### src/rtl/gat_pkg.sv
// Shared types and constants for the gimbal aim command tracker.
`default_nettype none
package gat_pkg;

   localparam int FRAME_LEN = 7;
   localparam int KEEP_LEN  = FRAME_LEN - 1;

   localparam logic [7:0] FRAME_HEAD0 = 8'hAA;
   localparam logic [7:0] FRAME_HEAD1 = 8'hAB;
   localparam logic [7:0] FRAME_TAIL  = 8'hAC;

   localparam logic [2:0] CSR_YAW_GAIN   = 3'd0;
   localparam logic [2:0] CSR_YAW_OFFSET = 3'd1;
   localparam logic [2:0] CSR_YAW_SAT    = 3'd2;
   localparam logic [2:0] CSR_PITCH_INC  = 3'd3;
   localparam logic [2:0] CSR_PITCH_UP   = 3'd4;
   localparam logic [2:0] CSR_PITCH_LOW  = 3'd5;
   localparam logic [2:0] CSR_YAW_UP     = 3'd6;
   localparam logic [2:0] CSR_YAW_LOW    = 3'd7;

   localparam logic        OP_BYTE = 1'b0;
   localparam logic        OP_TICK = 1'b1;

   // Last six received bytes, index 0 the oldest.
   typedef logic [KEEP_LEN-1:0][7:0] window_type;

   typedef struct packed {
      logic               yaw_load;
      logic signed [31:0] yaw_rate;
      logic               pitch_load;
      logic signed [31:0] pitch_rate;
      logic               mode_load;
      logic               home;
   } decode_type;

endpackage
`default_nettype wire

### src/rtl/gat_decode.sv
// Frame detection and command mapping for the gimbal aim command tracker.
`default_nettype none
module gat_decode (
   input  wire gat_pkg::window_type  window,
   input  wire logic [7:0]           new_byte,
   input  wire logic                 byte_valid,
   input  wire logic signed [31:0]   yaw_gain,
   input  wire logic signed [31:0]   yaw_offset,
   input  wire logic [30:0]          yaw_saturation,
   input  wire logic [30:0]          pitch_increment,
   output gat_pkg::decode_type       decode
);

   localparam logic signed [41:0] SAT_MAX = 42'sd2147483647;
   localparam logic signed [41:0] SAT_MIN = -42'sd2147483648;

   logic               frame_hit;
   logic signed [8:0]  pitch_raw;
   logic signed [8:0]  yaw_raw;
   logic signed [40:0] yaw_prod;
   logic signed [41:0] yaw_lin;
   logic signed [31:0] yaw_lin_sat;
   logic signed [31:0] yaw_sat_pos;
   logic signed [31:0] pitch_inc_pos;

   // Frame bytes before the shift: byte k is window[k], byte 6 the new byte.
   assign frame_hit = byte_valid && (window[0] == gat_pkg::FRAME_HEAD0)
                      && (window[1] == gat_pkg::FRAME_HEAD1)
                      && (new_byte == gat_pkg::FRAME_TAIL);

   assign pitch_raw = $signed({1'b0, window[3]}) - 9'sd100;
   assign yaw_raw   = $signed({1'b0, window[6 - 1]}) - 9'sd100;

   assign yaw_prod = 41'(yaw_gain) * 41'(yaw_raw);

   always_comb begin
      if (yaw_raw > 9'sd0) begin
         yaw_lin = 42'(yaw_prod) + 42'(yaw_offset);
      end else begin
         yaw_lin = 42'(yaw_prod) - 42'(yaw_offset);
      end
      if (yaw_lin > SAT_MAX) begin
         yaw_lin_sat = 32'sh7FFFFFFF;
      end else if (yaw_lin < SAT_MIN) begin
         yaw_lin_sat = 32'sh80000000;
      end else begin
         yaw_lin_sat = yaw_lin[31:0];
      end
   end

   assign yaw_sat_pos   = $signed({1'b0, yaw_saturation});
   assign pitch_inc_pos = $signed({1'b0, pitch_increment});

   always_comb begin
      decode.yaw_load   = 1'b0;
      decode.yaw_rate   = '0;
      decode.pitch_load = 1'b0;
      decode.pitch_rate = '0;
      decode.mode_load  = 1'b0;
      decode.home       = 1'b0;
      if (frame_hit) begin
         if (yaw_raw >= 9'sd90 && yaw_raw <= 9'sd100) begin
            decode.yaw_load = 1'b1;
            decode.yaw_rate = yaw_sat_pos;
         end else if (yaw_raw <= -9'sd90) begin
            decode.yaw_load = 1'b1;
            decode.yaw_rate = -yaw_sat_pos;
         end else if (yaw_raw >= -9'sd10 && yaw_raw <= 9'sd10) begin
            decode.yaw_load = 1'b1;
            decode.yaw_rate = '0;
         end else if (yaw_raw < 9'sd90) begin
            decode.yaw_load = 1'b1;
            decode.yaw_rate = yaw_lin_sat;
         end

         if (pitch_raw > 9'sd10 && pitch_raw < 9'sd100) begin
            decode.pitch_load = 1'b1;
            decode.pitch_rate = pitch_inc_pos;
            decode.mode_load  = 1'b1;
         end else if (pitch_raw < -9'sd10) begin
            decode.pitch_load = 1'b1;
            decode.pitch_rate = -pitch_inc_pos;
            decode.mode_load  = 1'b1;
         end else if (pitch_raw <= 9'sd10 && pitch_raw >= -9'sd10) begin
            decode.pitch_load = 1'b1;
            decode.mode_load  = 1'b1;
         end else if (pitch_raw == 9'sd150) begin
            // return-home keeps the pitch rate
            decode.mode_load = 1'b1;
            decode.home      = 1'b1;
         end
      end
   end

endmodule
`default_nettype wire

### src/rtl/gimbal_aim_command_tracker.sv
// Top level of the gimbal aim command tracker.
`default_nettype none
// Takes one item per cycle: a link byte (operation 0) or a control tick
// (operation 1). Bytes shift through a six-byte window; a frame that starts
// with 0xAA 0xAB and ends with 0xAC is decoded on the byte that completes it,
// setting the yaw rate, pitch rate and mode in the same cycle, so a tick may
// follow directly. Each tick gives one result, in the cycle after acceptance,
// from a single output register; bytes give none. The only pacing is that
// register: req_stall rises while a result waits and rsp_stall is high.
// Configuration registers are written through csr_write/csr_index/csr_data.
module gimbal_aim_command_tracker (
   input  wire logic               clock,
   input  wire logic               reset,
   input  wire logic               req_valid,
   output logic                    req_stall,
   input  wire logic               req_operation,
   input  wire logic [7:0]         req_link_byte,
   output logic                    rsp_valid,
   input  wire logic               rsp_stall,
   output logic signed [31:0]      rsp_yaw_target,
   output logic signed [31:0]      rsp_pitch_target,
   output logic                    rsp_tracking,
   input  wire logic               csr_write,
   input  wire logic [2:0]         csr_index,
   input  wire logic [31:0]        csr_data
);

   logic signed [31:0] yaw_gain_ff;
   logic signed [31:0] yaw_offset_ff;
   logic [30:0]        yaw_saturation_ff;
   logic [30:0]        pitch_increment_ff;
   logic signed [31:0] pitch_upper_ff;
   logic signed [31:0] pitch_lower_ff;
   logic signed [31:0] yaw_upper_ff;
   logic signed [31:0] yaw_lower_ff;

   gat_pkg::window_type window_ff;
   logic signed [31:0]  yaw_rate_ff;
   logic signed [31:0]  pitch_rate_ff;
   logic                home_mode_ff;
   logic signed [31:0]  yaw_angle_ff;
   logic signed [31:0]  pitch_angle_ff;
   logic signed [31:0]  yaw_angle_in;
   logic signed [31:0]  pitch_angle_in;

   logic                rsp_valid_ff;
   logic                rsp_valid_in;
   logic                rsp_tracking_ff;

   logic                accept;
   logic                byte_accept;
   logic                tick_accept;
   gat_pkg::decode_type decode;

   function automatic logic signed [31:0] step_clamp(
      input logic signed [31:0] angle,
      input logic signed [31:0] rate,
      input logic signed [31:0] upper,
      input logic signed [31:0] lower
   );
      logic signed [32:0] sum;
      sum = 33'(angle) + 33'(rate);
      if (sum > 33'(upper)) begin
         return upper;
      end else if (sum < 33'(lower)) begin
         return lower;
      end
      return sum[31:0];
   endfunction

   assign req_stall   = rsp_valid_ff && rsp_stall;
   assign accept      = req_valid && !req_stall;
   assign byte_accept = accept && (req_operation == gat_pkg::OP_BYTE);
   assign tick_accept = accept && (req_operation == gat_pkg::OP_TICK);

   gat_decode u_decode (
      .window          (window_ff),
      .new_byte        (req_link_byte),
      .byte_valid      (byte_accept),
      .yaw_gain        (yaw_gain_ff),
      .yaw_offset      (yaw_offset_ff),
      .yaw_saturation  (yaw_saturation_ff),
      .pitch_increment (pitch_increment_ff),
      .decode          (decode)
   );

   // Configuration registers.
   always_ff @(posedge clock) begin
      if (reset) begin
         yaw_gain_ff        <= '0;
         yaw_offset_ff      <= -32'sd464;
         yaw_saturation_ff  <= 31'd3495;
         pitch_increment_ff <= 31'd262;
         pitch_upper_ff     <= 32'sh7FFFFFFF;
         pitch_lower_ff     <= 32'sh80000000;
         yaw_upper_ff       <= 32'sh7FFFFFFF;
         yaw_lower_ff       <= 32'sh80000000;
      end else if (csr_write) begin
         unique case (csr_index)
            gat_pkg::CSR_YAW_GAIN:   yaw_gain_ff        <= csr_data;
            gat_pkg::CSR_YAW_OFFSET: yaw_offset_ff      <= csr_data;
            gat_pkg::CSR_YAW_SAT:    yaw_saturation_ff  <= csr_data[30:0];
            gat_pkg::CSR_PITCH_INC:  pitch_increment_ff <= csr_data[30:0];
            gat_pkg::CSR_PITCH_UP:   pitch_upper_ff     <= csr_data;
            gat_pkg::CSR_PITCH_LOW:  pitch_lower_ff     <= csr_data;
            gat_pkg::CSR_YAW_UP:     yaw_upper_ff       <= csr_data;
            gat_pkg::CSR_YAW_LOW:    yaw_lower_ff       <= csr_data;
            default: ;
         endcase
      end
   end

   // Byte window, rates and mode.
   always_ff @(posedge clock) begin
      if (reset) begin
         window_ff     <= '0;
         yaw_rate_ff   <= '0;
         pitch_rate_ff <= '0;
         home_mode_ff  <= 1'b1;
      end else if (byte_accept) begin
         window_ff <= {req_link_byte, window_ff[gat_pkg::KEEP_LEN-1:1]};
         if (decode.yaw_load) begin
            yaw_rate_ff <= decode.yaw_rate;
         end
         if (decode.pitch_load) begin
            pitch_rate_ff <= decode.pitch_rate;
         end
         if (decode.mode_load) begin
            home_mode_ff <= decode.home;
         end
      end
   end

   // Advance targets only in tracking mode; hold them otherwise.
   always_comb begin
      yaw_angle_in   = yaw_angle_ff;
      pitch_angle_in = pitch_angle_ff;
      if (tick_accept && !home_mode_ff) begin
         yaw_angle_in   = step_clamp(yaw_angle_ff, yaw_rate_ff, yaw_upper_ff, yaw_lower_ff);
         pitch_angle_in = step_clamp(pitch_angle_ff, pitch_rate_ff,
                                     pitch_upper_ff, pitch_lower_ff);
      end
   end

   always_ff @(posedge clock) begin
      if (reset) begin
         yaw_angle_ff   <= '0;
         pitch_angle_ff <= '0;
      end else begin
         yaw_angle_ff   <= yaw_angle_in;
         pitch_angle_ff <= pitch_angle_in;
      end
   end

   assign rsp_valid_in = tick_accept || (rsp_valid_ff && rsp_stall);

   always_ff @(posedge clock) begin
      if (reset) begin
         rsp_valid_ff <= 1'b0;
      end else begin
         rsp_valid_ff <= rsp_valid_in;
      end
   end

   // Capture the mode of each accepted tick for its result.
   always_ff @(posedge clock) begin
      if (tick_accept) begin
         rsp_tracking_ff <= !home_mode_ff;
      end
   end

   assign rsp_valid        = rsp_valid_ff;
   assign rsp_yaw_target   = yaw_angle_ff;
   assign rsp_pitch_target = pitch_angle_ff;
   assign rsp_tracking     = rsp_tracking_ff;

`ifndef ASSERT_OFF
   a_home_holds: assert property (@(posedge clock) disable iff (reset)
      tick_accept && home_mode_ff |=> $stable(yaw_angle_ff) && $stable(pitch_angle_ff))
      else $error("targets moved on a tick in return-home mode");

   a_byte_no_result: assert property (@(posedge clock) disable iff (reset)
      !rsp_valid_ff && !tick_accept |=> !rsp_valid_ff)
      else $error("result appeared without a tick");

   a_targets_held_while_waiting: assert property (@(posedge clock) disable iff (reset)
      rsp_valid_ff && rsp_stall |=> $stable(yaw_angle_ff) && $stable(pitch_angle_ff))
      else $error("targets changed while a result waits");

   a_yaw_in_limits: assert property (@(posedge clock) disable iff (reset)
      tick_accept && !home_mode_ff && (yaw_lower_ff <= yaw_upper_ff)
      |=> (yaw_angle_ff <= $past(yaw_upper_ff)) && (yaw_angle_ff >= $past(yaw_lower_ff)))
      else $error("yaw target outside its limits");
`endif

endmodule
`default_nettype wire
### config.mk
export PLATFORM = sky130hd
export DESIGN_NAME = gimbal_aim_command_tracker
export DESIGN_NICKNAME = d
export VERILOG_FILES = /design/src/rtl/gat_pkg.sv /design/src/rtl/gat_decode.sv /design/src/rtl/gimbal_aim_command_tracker.sv
export SDC_FILE = /design/constraint.sdc
export NUM_CORES = 2
export LEC_CHECK = 0
export BUFFER_PORTS_ARGS = -buffer_cell sky130_fd_sc_hd__buf_2
export CORE_MARGIN = 4
export CORE_UTILIZATION = 67
export DETAILED_ROUTE_END_ITERATION = 16
export PLACE_DENSITY = 0.85
export SLEW_MARGIN = 20
export SYNTH_ARGS = -nofsm -noshare
export SYNTH_HDL_FRONTEND = slang
export SYNTH_SLANG_ARGS = --single-unit
### constraint.sdc
create_clock -name clock -period 25.2 [get_ports clock]
set_clock_uncertainty 0.1 [all_clocks]
set_input_delay 6.3 -clock clock [delete_from_list [all_inputs] [get_ports clock]]
set_output_delay 6.3 -clock clock [all_outputs]
set_load 0.03 [all_outputs]
==> metrics.md <==
| Metric | Value |
|---|---|
| RR Endpoint | `yaw_rate_ff[19]` |
| CP Launch Type | `input pin` |
| Crit. End Element | `output port` |
| Area Overhead vs Synth | `6.93%` |
| Most common cell after layout, fill and taps aside | `nand2_1` |
| Period utilisation layout | `52.2%` |
| Layout cell share with drive strength beyond 1 | `6.58%` |
| CTS tree | `yes` |
| Sequential share of the synthesized area | `23.2%` |
| Hold crit path type | `reg2reg` |
| Crit path required time | `18.80 ns` |
| Max Fanout on Critical Path | `4` |
| Setup TNS | `0 ns` |
| DR vias/cell | `6.44` |
| DIE WIDTH | `244 um` |
| PwrDens | `61.1 mW/mm^2` |
| Avg Cell Area, Syn | `7.90 um^2` |
| Rel. slew slack | `22.5%` |
| Gr ovfl total | `0` |
| Worst-Skew Late Latency | `0.61 ns` |
| CTS Sinks | `433` |
| First-pass DRT Iterations | `6` |
| RSZ-0062 raised after global routing | `no` |
| CTS max path bufs | `3` |
| Post-synth net total | `5341` |
| Synth top area cells | `dfxtp_1 23%, fa_1 13%, ha_1 11%` |
| Reg2reg path depth | `35` |
| Type of the worst setup path | `in2out` |
| Die height | `244 um` |
| Post-Syn Area | `0.0374 mm^2` |
| Crit path DAT | `6.75 ns` |
| Worst hold endpoint | `window_ff[4]` |
| Hold path start | `window_ff[4]` |
| Post-DRT Antenna Nets | `0` |
| Post-route cell area | `0.0400 mm^2` |
| Top FF cell, synth | `dfxtp_1` |
| Nets | `5249` |
| Number of CTS-inserted buffers | `48` |
| Total die area | `0.0596 mm^2` |
| H-tree Lvls | `2` |
| Worst Setup SP | `rsp_stall` |
| 1st-iter DRT viols | `3696` |
| Async S/R FF share, synth | `0%` |
| Number of top-level pins | `116` |
| Largest net degree at the start of global routing | `89` |
| Status | `complete, no violations` |
| Number of hold buffers added after CTS | `0` |
| Hpwl dp | `82800 um` |
| Overall routed net length | `115000 um` |
| Post-CTS setup buffer count | `0` |
| Final setup vio count | `0` |
| Largest area contributor in the netlist | `dfxtp_1` |
| Hold Slack | `0.350 ns` |
| Core ar. | `0.0552 mm^2` |
| Fin. max-slew vios | `0` |
| RR Startpoint | `window_ff[42]` |
| DRC | `0` |
| First-pass GRT wire length | `184000 um` |
| GP Congestion | `0.972` |
| Synth top area share | `23.1%` |
| Cts repair resizes | `0` |
| # fillers | `4332` |
| Final worst path period need | `13.15 ns` |
| P_leak | `18.2 nW` |
| FMAX | `76.1 MHz` |
| Clock slew at reported path FFs | `0.06 ns` |
| Area after DPL | `0.0382 mm^2` |
| Initial antenna violation count | `6` |
| Total track usage | `38.2%` |
| Total number of vias | `34975` |
| Average wire per standard cell | `21.3 um` |
| Synth Warn # | `0` |
| Num rows | `86` |
| Cells after Synth | `4731` |
| Max Cap Violations | `0` |
| Hold path cells | `2` |
| Slew @ Worst Pin | `1.15 ns` |
| Number of port buffers | `115` |
| Commonest non-fill, non-tap cells in the layout | `841 x nand2_1, 451 x a21oi_1, 432 x dfxtp_1` |
| Vias in the first global route | `34129` |
| Count of cell types in the netlist | `93` |
| Synthesis-stage register bit count | `433` |
| Starting density of the core | `67.7%` |
| R2R Setup Slk | `13.46 ns` |
| Hold Violations, Final | `0` |
| Post-synth EDFFs | `1` |
| VDD IR max | `0.0586 mV` |
| CTS Root Cell | `clkbuf_16` |
worst max-delay path: stages:
cell     delay, ns
buf_2         0.10
nand2_1       0.11
inv_1         0.06
buf_2         0.18
area by class of cell:
class	count	area (um^2)	share of cell area (%)
Multi-Input combinational cell	3652	26300	65.9
Sequential cell	433	8680	21.7
Clock buffer	64	1370	3.43
Inverter	344	1290	3.24
Tap cell	748	936	2.34
Timing Repair Buffer	160	923	2.31
Clock inverter	26	412	1.03
Antenna cell	3	7.51	0.0188
stage by stage:
stage                     setup WS, ns  std cells  utilization (%)  power [mW]
after global routing             12.00       5427             72.4        2.55
after detailed placement         12.05       5337             69.1        1.63
final                            12.05       5430             72.4        2.44
after CTS                        12.05       5427             72.4        2.42
after global placement           12.05       5337             69.1        1.63
after floorplan                  12.21       4731                -        1.41
metal layers:
metal	track usage [%]	up-vias	routed length (um)
met2	60.8	1919	51400
met5	0	-	61
met4	19.5	8	7000
met3	6.92	426	11800
li1	-	16044	-
met1	50.1	16578	45200
power by group:
group	internal, mW	switching, mW
logic	0.337	0.599
registers	0.696	0.0136
clock network	0.478	0.317
synthesized netlist by cell type (8+ instances only):
cell type / number
dfxtp_1: 432
clkbuf_1: 226
a2111oi_0: 10
nand3_1: 74
a22oi_1: 47
ha_1: 327
or2_2: 10
a211o_1: 10
a21oi_1: 451
or4_1: 10
fa_1: 234
and2_1: 128
nor3_1: 69
o21a_1: 31
a211oi_1: 41
o21ai_0: 128
xnor2_1: 109
o211ai_1: 137
o31ai_1: 18
nor4_1: 22
a31oi_1: 34
xor2_1: 103
a21o_1: 127
inv_1: 343
o2bb2ai_1: 9
clkbuf_2: 31
o31a_1: 8
o21bai_1: 34
a222oi_1: 11
or3_1: 37
nor2_1: 242
a221oi_1: 9
mux2i_1: 24
nor2b_1: 52
buf_1: 37
nand4_1: 44
o22ai_1: 13
and3_1: 12
nand2b_1: 50
nand2_1: 843
o21ai_1: 20
state kept, by name, summed over array words and instances, names as in the netlist, 31 cells and up:
signal and flops:
rsp_yaw_target 32, rsp_pitch_target 32, pitch_rate_ff 32, window_ff 48
pitch_lower_ff 32, yaw_offset_ff 32, yaw_upper_ff 32, yaw_lower_ff 32
yaw_saturation_ff 31, pitch_increment_ff 31, pitch_upper_ff 32, yaw_gain_ff 32
yaw_rate_ff 32
cells by family after synthesis:
kind of cell,synth area share (%)
and+or+nand+nor,19.8
AOI/OAI and AO/OA,21.0
adders and majority gates,23.5
muxes,0.763
xor gates and xnor gates,5.01
DFF,23.2
buffers and inverters,6.65
worst max path at each step:
stage	endpoint	slack, ns	depth (start not counted)
2_1_floorplan	req_stall	12.21	2
3_3_place_gp	req_stall	12.05	4
3_5_place_dp	req_stall	12.05	4
4_1_cts	req_stall	12.05	4
5_1_grt	req_stall	12.00	4
6_report	req_stall	12.05	4
No activity file was read; power rests on OpenSTA's default activity.
